### src/assert_macros.svh
// assertion macros used by the point grouper back end
`ifndef ASSERT_MACROS_SVH
`define ASSERT_MACROS_SVH

// same-cycle implication, checked on the rising clock edge outside reset
`define ASSERT_IMPLY(label, ante, cons, msg) \
   label: assert property (@(posedge clock) disable iff (reset) (ante) |-> (cons)) \
      else $error(msg);

// next-cycle implication, checked on the rising clock edge outside reset
`define ASSERT_NEXT(label, ante, cons, msg) \
   label: assert property (@(posedge clock) disable iff (reset) (ante) |=> (cons)) \
      else $error(msg);

`endif

### src/knpg_pkg.sv
// shared types, codes and constants of the k-nearest point grouper
`timescale 1ns / 1ps

package knpg_pkg;

   // default sizes
   localparam int DEF_MAX_POINTS = 1024;
   localparam int DEF_GROUP_SIZE = 4;
   localparam int RESULT_CAP     = 4;
   localparam int QUEUE_DEPTH    = 4;

   // field widths
   localparam int MODE_W   = 2;
   localparam int COORD_W  = 20;
   localparam int INDEX_W  = 10;
   localparam int RANK_W   = 2;
   localparam int STATUS_W = 2;
   localparam int MAG_W    = COORD_W;
   localparam int SQ_W     = 2 * MAG_W;
   localparam int DIST_W   = SQ_W + 1;

   // item modes
   localparam logic [MODE_W-1:0] MODE_CLEAR  = 2'd0;
   localparam logic [MODE_W-1:0] MODE_APPEND = 2'd1;
   localparam logic [MODE_W-1:0] MODE_QUERY  = 2'd2;

   // result status codes
   localparam logic [STATUS_W-1:0] ST_OK    = 2'd0;
   localparam logic [STATUS_W-1:0] ST_RANGE = 2'd1;
   localparam logic [STATUS_W-1:0] ST_FEW   = 2'd2;
   localparam logic [STATUS_W-1:0] ST_FULL  = 2'd3;

   // back-end command codes
   localparam int OP_W = 2;
   localparam logic [OP_W-1:0] OP_WRITE  = 2'd0;
   localparam logic [OP_W-1:0] OP_QUERY  = 2'd1;
   localparam logic [OP_W-1:0] OP_REPORT = 2'd2;

   // control part of a queued command
   typedef struct packed {
      logic [OP_W-1:0]     op;
      logic [STATUS_W-1:0] status;
   } knpg_cmd_type;

endpackage

### src/knpg_cmd_queue.sv
// short command queue between front end and back end
`timescale 1ns / 1ps

module knpg_cmd_queue
   import knpg_pkg::*;
#(
   parameter int DATA_W = 8,
   parameter int DEPTH  = QUEUE_DEPTH
) (
   input  logic              clock,
   input  logic              reset,
   input  logic              push,
   input  logic [DATA_W-1:0] push_data,
   input  logic              pop,
   output logic [DATA_W-1:0] head_data,
   output logic              not_empty,
   output logic              full
);

   localparam int PW = (DEPTH > 1) ? $clog2(DEPTH) : 1;
   localparam int NW = $clog2(DEPTH + 1);

   logic [DATA_W-1:0] slot_ff [DEPTH];
   logic [PW-1:0]     wr_ptr_ff;
   logic [PW-1:0]     wr_ptr_in;
   logic [PW-1:0]     rd_ptr_ff;
   logic [PW-1:0]     rd_ptr_in;
   logic [NW-1:0]     fill_ff;
   logic [NW-1:0]     fill_in;
   logic              do_push;
   logic              do_pop;

   assign full      = (fill_ff == NW'(DEPTH));
   assign not_empty = (fill_ff != '0);
   assign head_data = slot_ff[rd_ptr_ff];
   assign do_push   = push && !full;
   assign do_pop    = pop && not_empty;

   // pointer and fill bookkeeping
   always_comb begin
      wr_ptr_in = wr_ptr_ff;
      rd_ptr_in = rd_ptr_ff;
      fill_in   = fill_ff;
      if (do_push) begin
         wr_ptr_in = (wr_ptr_ff == PW'(DEPTH - 1)) ? '0 : wr_ptr_ff + 1'b1;
      end
      if (do_pop) begin
         rd_ptr_in = (rd_ptr_ff == PW'(DEPTH - 1)) ? '0 : rd_ptr_ff + 1'b1;
      end
      if (do_push && !do_pop) begin
         fill_in = fill_ff + 1'b1;
      end else if (do_pop && !do_push) begin
         fill_in = fill_ff - 1'b1;
      end
   end

   always_ff @(posedge clock) begin
      if (reset) begin
         wr_ptr_ff <= '0;
         rd_ptr_ff <= '0;
         fill_ff   <= '0;
      end else begin
         wr_ptr_ff <= wr_ptr_in;
         rd_ptr_ff <= rd_ptr_in;
         fill_ff   <= fill_in;
      end
   end

   // queue storage
   always_ff @(posedge clock) begin
      if (do_push) begin
         slot_ff[wr_ptr_ff] <= push_data;
      end
   end

endmodule

### config.mk
export PLATFORM = sky130hd
export DESIGN_NAME = knpg_cmd_queue
export DESIGN_NICKNAME = d
export VERILOG_FILES = /design/src/assert_macros.svh /design/src/knpg_pkg.sv /design/src/knpg_cmd_queue.sv
export SDC_FILE = /design/constraint.sdc
export NUM_CORES = 1
export LEC_CHECK = 0
export BUFFER_PORTS_ARGS = -buffer_cell sky130_fd_sc_hd__buf_4
export CORE_MARGIN = 2
export CORE_UTILIZATION = 45
export DETAILED_ROUTE_END_ITERATION = 8
export PLACE_DENSITY = 0.75
export SLEW_MARGIN = 10
export SYNTH_ARGS = -nofsm -noshare
export SYNTH_HDL_FRONTEND = slang
export SYNTH_SLANG_ARGS = --single-unit
export TNS_END_PERCENT = 30
### constraint.sdc
create_clock -name clock -period 5.37 [get_ports clock]
set_input_delay 1.074 -clock clock [delete_from_list [all_inputs] [get_ports clock]]
set_output_delay 1.074 -clock clock [all_outputs]
set_load 0.02 [all_outputs]
==> results.md, run 1 <==
* Status: complete, no violations
* Slowest stage cell on the critical path: dfxtp_1
* Layout area overhead at 16.48%
* Synthesized instance count at between 90 and 100
* Reg2Reg Setup Slack at roughly 3100 ps
* Total power at 0.0008517 W
* Clock-pin slew on the worst setup and hold paths at roughly 70 ps
* Fraction of layout cells with a size suffix above 1 at 35.04%
* Cell variety after synth at 27
* PD cells at ~440 mW/mm2
* Clk buf depth at 2
* Pre-Repair DR Iteration Count at 4
* Slew @ Worst Pin at between 500 and 600 ps
* Chip height at around 65 um
* Io pins at 22
* Starting DRT DRC Count at 31
* DR WL/cell at 14.63 um
* Placed wire-length estimate at roughly 1.7 mm
* Synth Area in Compound Gates at under 10%
* Final Non-Filler Cells at approximately 170
* Worst-skew pair later-pin latency at roughly 280 ps
* FP Rows at 22
* Multiplexer share of the synthesized area at a little under an eighth
* Core area at about 0.0036 mm2
* Pleak at between 0.7 and 0.8 nW
* Grt total ovfl at 0
* Final Hold Viols at 0
* Avg Cell Area, Syn at about 18 um2
* Final clock skew at about 2.5 ps
* Starting density of the core at a little under half
* Total track usage at between 10 and 15%
* Vias per inst at roughly 5.1
* Worst path max stage delay at 660 ps
* Final core occ at 53.96%
* Worst-case reg-to-reg path depth at 9
* Crit Path Class: reg2out
* Class of the worst hold path: reg2reg
* Post-synthesis adder-cell area fraction at about 5.7%
* Tmin final at roughly 2800 ps
* H-Tree Depth at 2
* RR Startpoint: fill_ff[0]$_SDFFE_PP0P_
* Initial antenna violation count at 0
* Warnings, synthesis at 0
* Drt drc at 0
* TritonCTS buffer count at 5
* Pin count of the biggest net entering global routing at 13
* Sequential area share after synthesis at about two thirds
* CP endpoint kind: output pin
* Fin Setup TNS at 0 ps
* XOR/XNOR Fraction of Synth Area at between 1 and 1.5%
* Simple-gate area share of the yosys netlist at 5.618%
* Placer Congestion at approximately 0.73
* Vias in the first global route at between 800 and 900
* Synthesized flop and latch total at ~40
* # diodes at 0
* Worst VDD drop at 0.2408 mV
* Final worst path period share at around half
* CTS sink count at roughly 40
* Slew Limit Fails at 0
* Die Wd at between 60 and 70 um
* Hold-fix buffers, CTS at 0
* Via Count at about 840
* Final wirelength at roughly 2.4 mm
* Worst reg2reg path endpoint: fill_ff[2]$_SDFFE_PP0P_
* Full die area at ~0.0042 mm2
* Max_cap viols at 0
* Mapped Nets at between 100 and 150
* FMAX at 0.3611 GHz
* Worst setup endpoint: head_data[3]
* FF+latch area at ~0.0011 mm2
* RSZ-0062 raised after global routing: no
* Fill count at 313
* CP Launch Type: flip-flop
* CP Data Required Time at roughly 4300 ps
* CTS tree: done
* Post-CTS Setup Bufs at 0
* Area of the multi-input gates at between 400 and 500 um2
* First-pass GRT wire length at roughly 4.1 mm
* Mapped Area at about 0.0017 mm2
* Antenna Nets Post-Route at 0
* Final setup vio count at 0
* Placed cells at 157
* Crit Path Max Fanout at 8
* Number of port buffers at 21
* Main combinational cell family by area after synthesis: multiplexers
* Slew headroom at a little under two thirds
* Crit path DAT at approximately 1700 ps
* Root Buffer: clkbuf_8
* Post_cts resized at 0
* Crit-path cells: mux4_2 > buf_4
* Final #Nets at about 140
==> critical path: cells and delay by family (launching register included) <==
kind / cells / cell delay, ps
buffers and inverters: 1 / 170
DFF: 1 / 660
muxes: 1 / 580
==> through the flow <==
stage	hold slack, ps	cell area [um2]	setup slack [ps]
2_1_floorplan	463.4	1670	2791
3_3_place_gp	473.3	1864	2646
3_5_place_dp	516.8	1864	2571
4_1_cts	526.3	1946	2528
5_1_grt	542.4	1946	2437
6_report	512.5	1946	2601
==> cell families (layout without fill, tap and decap cells) <==
family,count (synthesis),count (layout)
DFF,41,41
and+or+nand+nor,16,16
muxes,10,10
buffers and inverters,9,34
adders and majority gates,7,7
AOI/OAI and AO/OA,7,7
xor gates and xnor gates,2,2
==> how the worst min path moves through the flow <==
stage	start	endpoint	slack, ps	cells past startpoint
3_3_place_gp	rd_ptr_ff[0]$_SDFFE_PP0P_	rd_ptr_ff[0]$_SDFFE_PP0P_	470	2
2_1_floorplan	rd_ptr_ff[0]$_SDFFE_PP0P_	flip-flop	460	2
3_5_place_dp	rd_ptr_ff[0]$_SDFFE_PP0P_	rd_ptr_ff[0]$_SDFFE_PP0P_	520	2
4_1_cts	rd_ptr_ff[0]$_SDFFE_PP0P_	rd_ptr_ff[0]$_SDFFE_PP0P_	530	2
6_report	rd_ptr_ff[0]$_SDFFE_PP0P_	rd_ptr_ff[0]$_SDFFE_PP0P_	510	2
5_1_grt	rd_ptr_ff[0]$_SDFFE_PP0P_	rd_ptr_ff[0]$_SDFFE_PP0P_	540	2
==> report_power, final <==
group / leakage [nW] / total, W / internal [W] / switching [W]
Clock: 0.0430 / 0.000181 / 0.0000873 / 0.0000934
Sequential: 0.367 / 0.000424 / 0.000387 / 0.0000367
Combinational: 0.312 / 0.000247 / 0.000124 / 0.000123
==> layer usage <==
layer / wire (um) / global-route usage [%]
met5: 0 / 0
met4: 12 / 5.585
met3: 103 / 4.167
met2: 1299 / 23.45
met1: 997 / 15.94
==> cell type report <==
type / count / area share, %
Clock buffer: 5 / 3.537
Clock inverter: 3 / 0.6431
Inverter: 5 / 2.315
Multi-Input combinational cell: 42 / 23.67
Sequential cell: 41 / 58.65
Tap cell: 48 / 3.087
Timing Repair Buffer: 21 / 8.103
==> synth_stat cells, drive strengths merged <==
cell,count,share of area [%]
mux2i,2,1.2
o21ai,2,0.60
or3,3,1.1
nand2,1,0.22
nor3,1,0.30
edfxtp,32,58
clkinv,1,0.97
bufinv,1,1.0
fa,1,1.2
clkbuf,1,0.22
nor2,4,1.3
ha,6,4.5
and3,4,1.5
inv,3,0.67
dfxtp,9,11
mux4,8,11
nand3,2,0.60
a21oi,3,1.1
xor2,2,1.0
buf,3,1.2
o31ai,2,1.5
or3b,1,0.52
==> sequential cells by signal, indices dropped and copies added (netlist names), named ones only <==
register,cells
fill_ff,3
slot_ff,32
rd_ptr_ff,2
wr_ptr_ff,2
==> cells in the final DEF (no fill, tap or decap), types with 2 or more instances in the layout <==
master / instances
edfxtp_1: 32
buf_4: 21
xor2_1: 2
and3_1: 4
inv_1: 3
mux2i_1: 2
clkinv_1: 2
o31ai_2: 2
clkbuf_8: 5
nor2_1: 3
a21oi_1: 2
dfxtp_1: 9
mux4_2: 8
or3_1: 3
ha_1: 6
nand3_1: 2
No activity file was read; power rests on OpenSTA's default activity.
==> run 2, diff against run 1 <==
--- a/config.mk
+++ b/config.mk
@@ -9,7 +9,7 @@
 export CORE_MARGIN = 2
 export CORE_UTILIZATION = 45
 export DETAILED_ROUTE_END_ITERATION = 8
-export PLACE_DENSITY = 0.75
+export PLACE_DENSITY = 0.77
 export SLEW_MARGIN = 10
 export SYNTH_ARGS = -nofsm -noshare
 export SYNTH_HDL_FRONTEND = slang
==> constraint.sdc (replaced) <==
create_clock -name clock -period 2.44 [get_ports clock]
set_input_delay 0.488 -clock clock [delete_from_list [all_inputs] [get_ports clock]]
set_output_delay 0.488 -clock clock [all_outputs]
set_load 0.02 [all_outputs]
==> results.md, run 2 (synthesized netlist as in run 1, its figures left out) <==
* Fin Setup TNS at 0 ps (unchanged)
* Drt drc at 0 (unchanged)
* RSZ-0062 raised after global routing: no
* CP Launch Type: flip-flop
* Slew @ Worst Pin at 567.7 ps (+26.48 ps)
* Pin count of the biggest net entering global routing at 14 (+1)
* Final #Nets at 135 (unchanged)
* Final setup margin at 195.3 ps (-2406 ps)
* Total track usage at 14.40% (+0.73 points)
* Routed wl met3 at 113 um (+9.7%)
* Crit-path cells: or3b_4 > clkinv_8 > nor2_4 > ha_1 > inv_1 > fa_1 > xor2_1 > or3_1 > a21oi_1
* TritonCTS buffer count at 5 (unchanged)
* Clk buf depth at 2 (unchanged)
* CTS tree: done
* # diodes at 0 (unchanged)
* Biggest regs: slot_ff: 32 flops, fill_ff: 3 flops
* Antenna Nets Post-Route at 0 (unchanged)
* Tmin final at approximately 2200 ps
* Placed wire-length estimate at 1.898 mm (+11%)
* DR WL/cell at 16.09 um (+10%)
* Grt total ovfl at 0 (unchanged)
* PD cells at 977.4 mW/mm2 (+120%)
* Crit path DAT at 2460 ps (+760 ps)
* Die Wd at 64.93 um (unchanged)
* Final worst path period share at a little over 90%
* Final core occ at 54.16% (+0.21 points)
* Vias in the first global route at 931 (+4.5%)
* Post-CTS Setup Bufs at 0 (unchanged)
* Post-route cell area at 0.001953 mm2 (+0.39%)
* CTS sink count at 41 (unchanged)
* Met1 wire length at 1.064 mm (+6.7%)
* Slew headroom at 62.10% (-1.8 points)
* Final wirelength at 2.655 mm (+10%)
* FMAX at 0.4455 GHz
* Number of port buffers at 21 (unchanged)
* Fill count at 296 (-5.4%)
* Met2 WL post-DR at 1.439 mm (+11%)
* Final Hold Viols at 0 (unchanged)
* H-Tree Depth at 2 (unchanged)
* Chip height at 64.93 um (unchanged)
* Layout area overhead at 16.93%
* Starting DRT DRC Count at 22 (-29%)
* Slew Limit Fails at 0 (unchanged)
* Initial antenna violation count at 0 (unchanged)
* FP Rows at 22 (unchanged)
* Core area at 0.003606 mm2 (unchanged)
* Via Count at 848 (+1.3%)
* Reg with most FFs: slot_ff
* Class of the worst hold path: in2reg
* Vias per inst at 5.139 (+1.3%)
* Fin Hold WS at 403.1 ps (-109.4 ps)
* Final setup vio count at 0 (unchanged)
* Pleak at 0.7253 nW (+0.40%)
* Most frequent cells in the layout: edfxtp_1 (32), buf_4 (21), dfxtp_1 (9)
* Root Buffer: clkbuf_8
* Final clock skew at 6.479 ps (+3.961 ps)
* Most common cell after layout, fill and taps aside: edfxtp_1
* Full die area at 0.004215 mm2 (unchanged)
* Io pins at 22 (unchanged)
* Max_cap viols at 0 (unchanged)
* Fraction of layout cells with a size suffix above 1 at 37.61% (+2.6 points)
* Placer Congestion at 0.7670 (+4.5%)
* Placed cell area at 0.001864 mm2 (unchanged)
* CP endpoint kind: flip-flop
* Pre-Repair DR Iteration Count at 3 (-1)
* Highest routed layer: met4
* Clock-pin slew on the worst setup and hold paths at 80 ps (about the same)
* Max reg flops at 32 (unchanged)
* Pre-CTS setup slack at 29.01 ps (-2542 ps)
* CP Data Required Time at 2650 ps (-1650 ps)
* First-pass GRT wire length at 4.278 mm (+3.2%)
* Worst path max stage delay at 450 ps (-210 ps)
* Crit Path Class: reg2reg
* Worst VDD drop at 0.5000 mV (+110%)
* Status: complete, no violations
* Starting density of the core at 46.32% (unchanged)
* Worst-skew pair later-pin latency at 290 ps (about the same)
* Slowest stage cell on the critical path: dfxtp_1
* Crit Path Max Fanout at 7 (-1)
run 2: what timing repair did:
item	in CTS	in global routing
endpoints found under the setup margin	0	1
hold endpoints to repair	0	0
resized for setup	0	1
hold buffers	0	0
run 2: critical path, delay by kind of cell (launching register included):
kind | cells | cell delay, ps
adder cells (fa/ha/maj) | 2 | 560
AND/OR/NAND/NOR | 3 | 670
buffers and inverters | 2 | 120
AO/OA/AOI/OAI | 1 | 180
XOR/XNOR | 1 | 180
flip-flops | 1 | 450
run 2: worst paths after layout:
check	start	endpoint	slack, ps	cells past startpoint
setup / recovery	fill_ff[0]$_SDFFE_PP0P_	fill_ff[2]$_SDFFE_PP0P_	200	9
hold / removal	push_data[1]	slot_ff[2][1]$_DFFE_PP_	400	1
setup reg to reg	fill_ff[0]$_SDFFE_PP0P_	fill_ff[2]$_SDFFE_PP0P_	200	9
hold reg to reg	rd_ptr_ff[0]$_SDFFE_PP0P_	flip-flop	490	2
run 2: metrics by stage:
step,instances,total power (W)
after floorplan,92,0.001324
after global placement,157,0.001479
after detailed placement,157,0.001518
after CTS,165,0.001932
after global routing,165,0.002012
final,165,0.001909
run 2: where the power goes:
| part | total [W] | leakage, nW | switching, W | internal [W] |
|---|---|---|---|---|
| combinational | 0.000558 | 0.314 | 0.000278 | 0.000280 |
| clock | 0.000413 | 0.0439 | 0.000216 | 0.000197 |
| sequential | 0.000938 | 0.367 | 0.0000860 | 0.000852 |
run 2: per-layer routing:
layer | up-vias | global-route usage [%]
met3 | 5 | 4.861
li1 | 397 | -
met4 | 0 | 5.585
met2 | 21 | 26.03
met1 | 425 | 15.38
met5 | - | 0
run 2: area by class of cell:
class / count / area (um2) / area share [%]
well taps: 48 / 60.06 / 3.075
flip-flops and latches: 41 / 1141 / 58.42
multi-input cells: 42 / 462.9 / 23.70
clock inverters: 3 / 17.52 / 0.8969
clock buffers: 5 / 68.82 / 3.523
repair buffers: 21 / 157.7 / 8.072
inverters: 5 / 45.04 / 2.306
