<file path="src/assert_macros.svh">
// assertion macros used by the point grouper back end
`ifndef ASSERT_MACROS_SVH
`define ASSERT_MACROS_SVH

// same-cycle implication, checked on the rising clock edge outside reset
`define ASSERT_IMPLY(label, ante, cons, msg) \
   label: assert property (@(posedge clock) disable iff (reset) (ante) |-> (cons)) \
      else $error(msg);

// next-cycle implication, checked on the rising clock edge outside reset
`define ASSERT_NEXT(label, ante, cons, msg) \
   label: assert property (@(posedge clock) disable iff (reset) (ante) |=> (cons)) \
      else $error(msg);

`endif

</file>
<file path="src/knpg_pkg.sv">
// shared types, codes and constants of the k-nearest point grouper
`timescale 1ns / 1ps

package knpg_pkg;

   // default sizes
   localparam int DEF_MAX_POINTS = 1024;
   localparam int DEF_GROUP_SIZE = 4;
   localparam int RESULT_CAP     = 4;
   localparam int QUEUE_DEPTH    = 4;

   // field widths
   localparam int MODE_W   = 2;
   localparam int COORD_W  = 20;
   localparam int INDEX_W  = 10;
   localparam int RANK_W   = 2;
   localparam int STATUS_W = 2;
   localparam int MAG_W    = COORD_W;
   localparam int SQ_W     = 2 * MAG_W;
   localparam int DIST_W   = SQ_W + 1;

   // item modes
   localparam logic [MODE_W-1:0] MODE_CLEAR  = 2'd0;
   localparam logic [MODE_W-1:0] MODE_APPEND = 2'd1;
   localparam logic [MODE_W-1:0] MODE_QUERY  = 2'd2;

   // result status codes
   localparam logic [STATUS_W-1:0] ST_OK    = 2'd0;
   localparam logic [STATUS_W-1:0] ST_RANGE = 2'd1;
   localparam logic [STATUS_W-1:0] ST_FEW   = 2'd2;
   localparam logic [STATUS_W-1:0] ST_FULL  = 2'd3;

   // back-end command codes
   localparam int OP_W = 2;
   localparam logic [OP_W-1:0] OP_WRITE  = 2'd0;
   localparam logic [OP_W-1:0] OP_QUERY  = 2'd1;
   localparam logic [OP_W-1:0] OP_REPORT = 2'd2;

   // control part of a queued command
   typedef struct packed {
      logic [OP_W-1:0]     op;
      logic [STATUS_W-1:0] status;
   } knpg_cmd_type;

endpackage

</file>
<file path="src/knpg_front.sv">
// front end: takes items, keeps the point count, turns items into commands
`timescale 1ns / 1ps

module knpg_front
   import knpg_pkg::*;
#(
   parameter int MAX_POINTS = DEF_MAX_POINTS,
   parameter int GROUP_SIZE = DEF_GROUP_SIZE
) (
   input  logic                      clock,
   input  logic                      reset,
   input  logic                      start,
   output logic                      busy,
   input  logic [MODE_W-1:0]         req_mode,
   input  logic signed [COORD_W-1:0] req_point_x,
   input  logic signed [COORD_W-1:0] req_point_y,
   input  logic [INDEX_W-1:0]        req_query_index,
   input  logic                      queue_full,
   output logic                      cmd_push,
   output knpg_cmd_type              cmd,
   output logic [$clog2(MAX_POINTS)-1:0]   cmd_addr,
   output logic [$clog2(MAX_POINTS+1)-1:0] cmd_len,
   output logic signed [COORD_W-1:0] cmd_x,
   output logic signed [COORD_W-1:0] cmd_y
);

   localparam int AW    = $clog2(MAX_POINTS);
   localparam int CW    = $clog2(MAX_POINTS + 1);
   localparam int K_EFF = (GROUP_SIZE < RESULT_CAP) ? GROUP_SIZE : RESULT_CAP;
   localparam int CMP_W = (CW > INDEX_W) ? CW : INDEX_W;

   logic [CW-1:0]    count_ff;
   logic [CW-1:0]    count_in;
   logic             accept;
   logic [CMP_W-1:0] q_ext;
   logic [CMP_W-1:0] cnt_ext;

   assign busy   = queue_full;
   assign accept = start && !queue_full;
   assign q_ext   = CMP_W'(req_query_index);
   assign cnt_ext = CMP_W'(count_ff);
   assign cmd_x   = req_point_x;
   assign cmd_y   = req_point_y;

   // classify the accepted beat and track the count
   always_comb begin
      count_in   = count_ff;
      cmd_push   = 1'b0;
      cmd.op     = OP_WRITE;
      cmd.status = ST_OK;
      cmd_addr   = count_ff[AW-1:0];
      cmd_len    = count_ff;
      if (accept) begin
         unique case (req_mode)
            MODE_CLEAR: begin
               count_in = '0;
            end
            MODE_APPEND: begin
               cmd_push = 1'b1;
               if (count_ff == CW'(MAX_POINTS)) begin
                  cmd.op     = OP_REPORT;
                  cmd.status = ST_FULL;
               end else begin
                  count_in = count_ff + 1'b1;
               end
            end
            MODE_QUERY: begin
               cmd_push = 1'b1;
               if (q_ext >= cnt_ext) begin
                  cmd.op     = OP_REPORT;
                  cmd.status = ST_RANGE;
               end else if (count_ff < CW'(K_EFF)) begin
                  cmd.op     = OP_REPORT;
                  cmd.status = ST_FEW;
               end else begin
                  cmd.op   = OP_QUERY;
                  cmd_addr = q_ext[AW-1:0];
               end
            end
            default: begin
            end
         endcase
      end
   end

   // point count
   always_ff @(posedge clock) begin
      if (reset) begin
         count_ff <= '0;
      end else begin
         count_ff <= count_in;
      end
   end

endmodule

</file>
<file path="config.mk">
export PLATFORM = sky130hd
export DESIGN_NAME = knpg_front
export DESIGN_NICKNAME = d
export VERILOG_FILES = /design/src/assert_macros.svh /design/src/knpg_pkg.sv /design/src/knpg_front.sv
export SDC_FILE = /design/constraint.sdc
export NUM_CORES = 1
export LEC_CHECK = 0
export ABC_CLOCK_PERIOD_IN_PS = 5600
export BUFFER_PORTS_ARGS = -buffer_cell sky130_fd_sc_hd__buf_2
export CORE_ASPECT_RATIO = 1.25
export CORE_MARGIN = 2
export CORE_UTILIZATION = 41
export CTS_CLUSTER_SIZE = 30
export DETAILED_ROUTE_END_ITERATION = 8
export PLACE_DENSITY = 0.94
export SYNTH_ARGS = -nofsm -noshare
export SYNTH_HDL_FRONTEND = slang
export SYNTH_SLANG_ARGS = --single-unit
</file>
<file path="constraint.sdc">
create_clock -name clock -period 5.6 [get_ports clock]
set_input_delay 0.28 -clock clock [delete_from_list [all_inputs] [get_ports clock]]
set_output_delay 0.28 -clock clock [all_outputs]
set_load 0.1 [all_outputs]
</file>
==> results.tsv, run 1 <==
metric	value	unit
largest net degree at the start of global routing	10	
DR iter-0 viols	41	
num rows	23	
antenna fix cells	0	
layout filler cell count	343	
Post-synth ARST share	0	%
placed instance count	208	
Die Wd	56.3	um
post-synth top area share	22.0	%
Final Hold Fails	0	
top-count cell post-synth	buf_4	
largest area contributor in the netlist	buf_4	
worst path cell trace	inv_1 -> ha_1 -> a21oi_1 -> o21ai_0 -> o21ai_0 -> nand4_1 -> mux2i_1 -> buf_2	
ANT nets after route	0	
fin util	42.2	%
Final min period	3.35	ns
Post-Syn Nets	246	
worst setup margin	2.25	ns
status	finished, final reports clean	
slowest CP cell	o21ai_0	
layout cells sized above 1	30.3	%
worst relative slew slack	44.2	%
Avg WL per Cell	14.4	um
Worst setup endpoint	cmd_addr[3]	
num ports	123	
global placer's final weighted congestion	0.858	
global route overflow	0	
origin of the critical flop-to-flop path	cmd_len[0]	
drt pass-1 iters	4	
biggest fanout along the worst timing path	7	
Clock Skew	0.00132	ns
Final TNS setup	0	ns
clk buf depth	2	
DRC violations left	0	
TritonCTS clock tree	yes	
initial antenna violation count	0	
RSZ-0062 raised after global routing	no	
r2r setup slk	3.59	ns
die height	69.3	um
Least-Margin Pin Slew	0.826	ns
Routed Wire Length	3.05	mm
post_cts resized	0	
pwr dens	145	nW/um^2
dpl hpwl	2.52	mm
# setup viols final	0	
Worst EP arrival	3.07	ns
first-pass GRT wire length	5.02	mm
largest cells by area after synthesis	buf_4 (22%), dfxtp_1 (16%), ha_1 (13%)	
Syn Std Cell Area	1400	sq um
via count	1146	
most frequent cells after synthesis	buf_4 (41), ha_1 (15), inv_1 (15), nor2_1 (12), dfxtp_1 (11)	
leakage	0.697	nW
Yosys warnings	0	
Initial Utilization	43.4	%
final instance area	1360	sq um
area of the multi-input gates	782	sq um
Critical Path RT	5.32	ns
Critical R2R Capture	cmd_len[8]	
Area Overhead vs Synth	-2.86	%
nets@finish	247	
worst setup path startpoint	cmd_len[4]	
clock tree sinks	11	
Post-CTS Setup Bufs	0	
Peak Freq	0.298	GHz
cell seen most often among critical-path stages	o21ai_0	
clk_lat worst skew	0.23	ns
Main synth FF type	dfxtp_1	
Tightest Hold Check Type	in2reg	
routed vias/inst	5.41	
worst path buffer plus inverter count	2	
r2r worst-path depth	6	
Die Area	3900	sq um
synth unique cells	34	
WP depth	8	
kind of critical path	reg2out	
Seq cells post-synth	11	
Final Slew Violations	0	
max reg flops	11	
Seq/Total Area, Yosys	15.7	%
Clock Tree Root	clkbuf_8	
register area	220	sq um
CP endpoint kind	output pin	
fin crit share	59.9	%
Worst setup SP type	flop	
max cap viols	0	
maximum vdd ir drop	0.0733	mV
all-layer global routing usage	15.6	%
Place WS	2.54	ns
number of synthesized flops with an enable pin	0	
Power, Total	0.198	mW
clock slew seen by the registers of the worst setup and hold paths	0.05	ns
max incr delay on CP	0.57	ns
Post-Syn Area per Cell	8.00	sq um
cts-stage hold buffer count	0	
Syn Inst Count	175	
core area	3220	sq um
final cell count without fillers	212	
Hold WS	0.235	ns
port bufs	42	
H-tree depth reported by CTS	1	
vias in the first global route	1137	
Placed Area	1320	sq um
CP top delay family	compound AO/OA/AOI/OAI gates	
total CTS buffers	3	
-- worst min path at each step --
stage	from	end	slack (ns)	cells after the start
after detailed placement	reset	cmd_len[0]	0.48	2
final	reset	cmd_len[0]	0.24	2
after CTS	reset	cmd_len[0]	0.23	2
after global routing	reset	cmd_len[0]	0.23	2
after global placement	reset	cmd_len[0]	0.48	2
after floorplan	reset	cmd_len[0]	0.35	1
-- cell families (layout without fill, tap and decap cells) --
logic type | count (synthesis) | in the layout | synth area share (%)
buffers and inverters | 61 | 61 | 28.4
adder cells (fa/ha/maj) | 15 | 15 | 13.4
multiplexers | 10 | 10 | 8.58
XOR/XNOR | 9 | 9 | 5.63
AND/OR/NAND/NOR | 53 | 53 | 21.4
flip-flops | 11 | 11 | 15.7
AO/OA/AOI/OAI | 16 | 16 | 6.79
-- layer usage --
metal	wire, um	track usage, %	part of all wire (%)	up-vias
met4	99	8.20	3.2	0
met1	1150	16.1	38	532
met2	1570	28.4	52	42
met3	228	4.10	7.5	18
met5	0	0	0	-
li1	-	-	-	554
-- area by class of cell --
cell class | count | share of cell area [%]
Multi-Input combinational cell | 103 | 57.5
Sequential cell | 11 | 16.2
Timing Repair Buffer | 42 | 15.5
Inverter | 15 | 4.14
Tap cell | 37 | 3.40
Clock buffer | 4 | 3.31
-- layout by cell type (no fill, tap or decap), drive strengths merged, types with 2 or more instances in the layout --
master and n:
a21oi 8, and2 2, and3 3, buf 42, clkbuf 4, dfxtp 11
ha 15, inv 15, mux2 4, mux2i 6, nand2 9, nand3 11
nand3b 2, nand4 3, nor2 12, nor3 2, nor4b 2, o21ai 3
or3 2, or4 2, xnor2 8
-- power breakdown --
group	switching [mW]	internal, mW
combinational	0.0275	0.0129
clock	0.0283	0.0499
sequential	0.000473	0.0787
(Power assumes the default switching activity.)
==> inputs of run 2 (changes only) <==
- ABC_CLOCK_PERIOD_IN_PS: 5600 -> 2800
- CORE_UTILIZATION: 41 -> 35
- PLACE_DENSITY: 0.94 -> 0.86
- clock period: 5.6 -> 2.8 ns (I/O delays scaled with it)
==> run 2 against run 1 <==
  * Sequential share of layout area is 1.2 points lower
  * Total power is 100% higher
  * Critical endpoint is now cmd_addr[9]
  * Non-clock buffer count is 2 higher
  * Combinational power is 140% higher
  * Flip-flop and latch count stayed put
  * Critical path type unchanged
  * Design area is 26% higher
  * Core utilization is 2.6 points higher
  * Clock skew is 0.00061 ns higher
  * Global-route usage is 1.4 points lower
  * Clock power is 100% higher
  * Largest cell class unchanged
  * Highest routed layer unchanged
  * Final cell count is 9.0% higher
==> results.tsv, run 2 (synthesis gave the netlist of run 1 again) <==
metric	value	unit	change
hold path start	reset		
fin crit share	94.9	%	
global route overflow	0		unchanged
Critical Path RT	2.66	ns	-2.66 ns
H-tree depth reported by CTS	1		unchanged
worst path cell trace	or4_1 -> or3_1 -> and3_4 -> nand3_4 -> mux2_4 -> buf_2		
Worst EP arrival	2.52	ns	-0.55 ns
vias in the first global route	1147		+0.88%
max incr delay on CP	0.60	ns	+0.03 ns
dpl hpwl	2.69	mm	+6.9%
maximum vdd ir drop	0.0958	mV	+31%
worst path buffer plus inverter count	1		-1
Power, Total	0.404	mW	+100%
final cell count without fillers	231		+9.0%
Die Wd	60.6	um	+7.7%
CP endpoint kind	output pin		
worst relative slew slack	40.3	%	-3.9 points
pwr dens	236	nW/um^2	+63%
initial antenna violation count	0		unchanged
origin of the critical flop-to-flop path	cmd_len[6]		
Final Hold Fails	0		unchanged
Avg WL per Cell	13.8	um	-4.3%
num rows	25		+8.7%
clock tree sinks	11		unchanged
Routed Wire Length	3.18	mm	+4.3%
port bufs	42		unchanged
worst setup path startpoint	cmd_len[6]		
clk buf depth	2		unchanged
Peak Freq	0.376	GHz	
Post-CTS Setup Bufs	1		+1
max cap viols	0		unchanged
num ports	123		unchanged
core area	3820	sq um	+18%
post_cts resized	0		unchanged
ANT nets after route	0		unchanged
drt pass-1 iters	3		-1
DR iter-0 viols	32		-22%
commonest non-fill, non-tap cell in the layout	buf_2		
nets@finish	249		+0.81%
TritonCTS clock tree	yes		
layout cells sized above 1	52.0	%	+22 points
r2r worst-path depth	5		-1
Tightest Hold Check Type	in2reg		
CP top delay family	simple AND/OR/NAND/NOR gates		
antenna fix cells	0		unchanged
Critical R2R Capture	cmd_len[1]		
Area Overhead vs Synth	22.0	%	
clock slew seen by the registers of the worst setup and hold paths	0.05	ns	about the same
cts-stage hold buffer count	0		unchanged
biggest fanout along the worst timing path	6		-1
total CTS buffers	3		unchanged
clk_lat worst skew	0.24	ns	about the same
max reg flops	11		unchanged
Final Slew Violations	0		unchanged
slowest CP cell	or4_1		
global placer's final weighted congestion	0.822		-4.2%
hold path cells	2		unchanged
via count	1158		+1.0%
Final min period	2.66	ns	
Die Area	4530	sq um	+16%
Clock Skew	0.00193	ns	+0.000612 ns
Worst setup SP type	flop		
all-layer global routing usage	14.3	%	-1.4 points
DRC violations left	0		unchanged
Least-Margin Pin Slew	0.883	ns	+0.0575 ns
Initial Utilization	36.7	%	-6.8 points
first-pass GRT wire length	4.83	mm	-3.7%
kind of critical path	reg2out		
routed vias/inst	5.01		-7.3%
largest net degree at the start of global routing	10		unchanged
RSZ-0062 raised after global routing	no		
die height	74.7	um	+7.8%
leakage	0.724	nW	+3.9%
Clock Tree Root	clkbuf_8		
most frequent cells in the layout	buf_2 (36), nor2_1 (12), nand3_1 (10), ha_1 (10)		
placed instance count	226		+8.7%
# setup viols final	0		unchanged
Hold EP	cmd_len[1]		
r2r setup slk	0.73	ns	-2.86 ns
status	finished, final reports clean		
==> run 2: cell count changes in the layout (fill, tap and decap cells not counted), sizes merged <==
cell / change
buf: +2
==> run 2: worst reg2reg max path: stages, from the launching register on <==
cell,delay (ns)
dfxtp_4,0.35
or4_1,0.60
or3_1,0.53
and2_1,0.22
a32oi_1,0.20
nor2_1,0.05
==> run 2: area by class of cell <==
class                           instances  area, sq um
Inverter                               15         66.3
Tap cell                               54         67.6
Clock buffer                            4         45.0
Multi-Input combinational cell        103          957
Fill cell                             367         2110
Sequential cell                        11          256
Timing Repair Buffer                   44          315
==> run 2: routing by layer <==
layer	routed length (um)	GRT usage, %	vias up	share of wire [%]
li1	-	-	557	-
met1	1190	14.1	545	37
met2	1670	25.3	35	53
met3	168	2.92	21	5.3
met4	152	11.1	0	4.8
met5	0	0	-	0
==> run 2: worst max-delay path by stage <==
stage                       end  slack, ns  depth (start not counted)
detailed placement  cmd_addr[3]       0.18                          8
finish              cmd_addr[9]       0.14                          6
floorplan           cmd_addr[2]      -0.11                          8
global placement    cmd_addr[5]       0.21                          8
CTS                 cmd_addr[7]       0.13                          6
global route        cmd_addr[8]       0.06                          6
==> run 2: report_power, final <==
group | internal [mW] | switching (mW)
combinational | 0.0342 | 0.0615
clock | 0.0999 | 0.0585
sequential | 0.149 | 0.000982
total | 0.283 | 0.121
==> run 2: stage by stage <==
| stage | cell area, sq um | utilization (%) | hold slack (ns) | worst slack, ns | TNS (ns) |
|---|---|---|---|---|---|
| 2_1_floorplan | 1620 | - | 0.202 | -0.105 | -0.527 |
| 3_3_place_gp | 1660 | 43.4 | 0.281 | 0.214 | 0 |
| 3_5_place_dp | 1660 | 43.4 | 0.281 | 0.179 | 0 |
| 4_1_cts | 1710 | 44.8 | 0.0840 | 0.132 | 0 |
| 5_1_grt | 1710 | 44.8 | 0.0780 | 0.0602 | 0 |
| 6_report | 1710 | 44.8 | 0.0856 | 0.143 | 0 |
==> inputs of run 3 (changes only) <==
--- a/config.mk
+++ b/config.mk
@@ -13,5 +13,5 @@
 export CTS_CLUSTER_SIZE = 30
 export DETAILED_ROUTE_END_ITERATION = 8
-export PLACE_DENSITY = 0.86
+export PLACE_DENSITY = 0.88
 export SYNTH_ARGS = -nofsm -noshare
 export SYNTH_HDL_FRONTEND = slang
==> constraint.sdc (replaced) <==
create_clock -name clock -period 2.8 [get_ports clock]
set_input_delay 0.42 -clock clock [delete_from_list [all_inputs] [get_ports clock]]
set_output_delay 0.42 -clock clock [all_outputs]
set_load 0.1 [all_outputs]
==> run 3 against run 2 <==
  * Sequential power about the same
  * Largest cell class unchanged
  * Highest routed layer unchanged
  * Clock power about the same
  * Die area unchanged
  * First-iteration DRC count down 16%
  * Critical path depth unchanged
  * Register-to-register slack worse by 0.07 ns
==> results.tsv, run 3 (synthesis gave the netlist of run 1 again) <==
metric	value	unit	change
Initial Utilization	36.7	%	unchanged
Avg WL per Cell	14.1	um	+2.1%
Critical Path RT	2.38	ns	-0.28 ns
max reg flops	11		unchanged
clock slew seen by the registers of the worst setup and hold paths	0.05	ns	about the same
first-pass GRT wire length	5.05	mm	+4.6%
status	finished, final reports clean		
Final TNS setup	0	ns	unchanged
core area	3820	sq um	unchanged
Worst EP arrival	2.34	ns	-0.18 ns
most frequent cells in the layout	buf_2 (28), nor2_1 (12), buf_12 (12), ha_1 (11), nand3_1 (10)		
commonest non-fill, non-tap cell in the layout	buf_2		
total CTS buffers	3		unchanged
Routed Wire Length	3.33	mm	+4.7%
dpl hpwl	2.68	mm	-0.63%
drt pass-1 iters	4		+1
Worst setup SP type	flop		
H-tree depth reported by CTS	1		unchanged
maximum vdd ir drop	0.168	mV	+75%
port bufs	42		unchanged
max incr delay on CP	0.53	ns	-0.07 ns
Area Overhead vs Synth	34.0	%	
RSZ-0062 raised after global routing	no		
biggest fanout along the worst timing path	6		unchanged
via count	1193		+3.0%
Clock Tree Root	clkbuf_8		
Clock power frac	38.2	%	-1.0 points
Die Wd	60.6	um	unchanged
worst path buffer plus inverter count	1		unchanged
max cap viols	0		unchanged
fin util	49.1	%	+4.4 points
num ports	123		unchanged
switching power share of the total	29.7	%	-0.31 points
final instance area	1880	sq um	+9.8%
Peak Freq	0.363	GHz	-3.6%
Final min period	2.76	ns	+0.101 ns
Comb pwr share	25.1	%	+1.4 points
clock tree sinks	11		unchanged
CP top delay family	simple AND/OR/NAND/NOR gates		
antenna fix cells	0		unchanged
Power, Total	0.408	mW	+1.1%
CP endpoint kind	output pin		
global placer's final weighted congestion	0.833		+1.3%
Psw	0.121	mW	about the same
Tightest Hold Check Type	in2reg		
global route overflow	0		unchanged
layout cells sized above 1	53.0	%	+1.0 points
P_int	0.287	mW	+1.5%
Clock Skew	0.000838	ns	-0.00109 ns
DR iter-0 viols	27		-16%
Least-Margin Pin Slew	0.621	ns	-0.262 ns
vias in the first global route	1183		+3.1%
worst relative slew slack	58.1	%	+18 points
initial antenna violation count	0		unchanged
slowest CP cell	or4_4		
all-layer global routing usage	14.4	%	+0.16 points
largest net degree at the start of global routing	10		unchanged
kind of critical path	reg2out		
nets@finish	255		+2.4%
TritonCTS clock tree	yes		
routed vias/inst	5.03		+0.41%
# setup viols final	0		unchanged
fin crit share	98.5	%	+3.6 points
num rows	25		unchanged
worst path cell trace	or4_4 -> or3_4 -> and3_4 -> nand3_4 -> mux2_4 -> buf_12		
Final Hold Fails	0		unchanged
leakage	0.770	nW	+6.3%
Final Slew Violations	0		unchanged
clk_lat worst skew	0.24	ns	about the same
Placed Area	1770	sq um	+6.8%
die height	74.7	um	unchanged
pwr dens	218	nW/um^2	-7.9%
sequential power share	36.7	%	-0.4 points
clk buf depth	2		unchanged
Die Area	4530	sq um	unchanged
DRC violations left	0		unchanged
ANT nets after route	0		unchanged
==> run 3: changes by cell type in the layout (fill, tap and decap cells not counted), sizes merged <==
cell / previous run / this run
buf: 44 / 50
==> run 3: metal layers <==
layer | vias up | part of all wire (%) | global-route usage [%]
li1 | 569 | - | -
met1 | 553 | 36 | 15.3
met2 | 39 | 51 | 24.9
met3 | 32 | 7.1 | 4.12
met4 | 0 | 5.7 | 8.70
met5 | - | 0 | 0
==> run 3: area by class of cell <==
cell class	count	area [sq um]
fill	358	1940
multi-input combinational	103	973
timing repair buffer	50	467
clock buffer	4	45.0
tap	54	67.6
sequential	11	256
inverter	15	66.3
==> run 3: path summary, 6_finish.rpt <==
kind	endpoint	slack, ns	from	cells after the start
worst max-delay path	cmd_addr[9]	0.04	cmd_len[5]	6
worst min-delay path	cmd_len[1]	0.36	reset	2
worst max register to register	cmd_len[1]	0.66	cmd_len[5]	6
worst min register to register	cmd_len[0]	0.49	cmd_len[0]	2
==> run 3: power by group through the flow <==
stage | clock network, mW | registers [mW] | logic [mW]
5_1_grt | 0.172 | 0.150 | 0.112
3_3_place_gp | 0 | 0.153 | 0.0989
6_report | 0.156 | 0.150 | 0.103
2_1_floorplan | 0 | 0.157 | 0.334
3_5_place_dp | 0 | 0.153 | 0.102
4_1_cts | 0.159 | 0.150 | 0.102
==> run 3: per-stage QoR <==
stage	setup WS, ns	hold slack (ns)	instances
4_1_cts	0.00693	0.358	236
5_1_grt	0.00714	0.374	237
3_3_place_gp	0.199	0.489	232
6_report	0.0425	0.357	237
2_1_floorplan	-0.474	0.482	175
3_5_place_dp	0.171	0.495	232
==> run 3: worst reg2reg max path: stages (launching register included) <==
cell	delay [ns]
dfxtp_4	0.35
or4_4	0.53
buf_4	0.16
or3_1	0.50
and2_1	0.24
a32oi_1	0.20
nor2_1	0.05
==> run 3: timing repair <==
item / in CTS / in global routing
endpoints found under the hold margin: 0 / 0
hold buffers: 0 / 0
gates resized for setup: 8 / 7
setup endpoints to repair: 4 / 5
buffers inserted: 0 / 1
pin swaps: 0 / 1
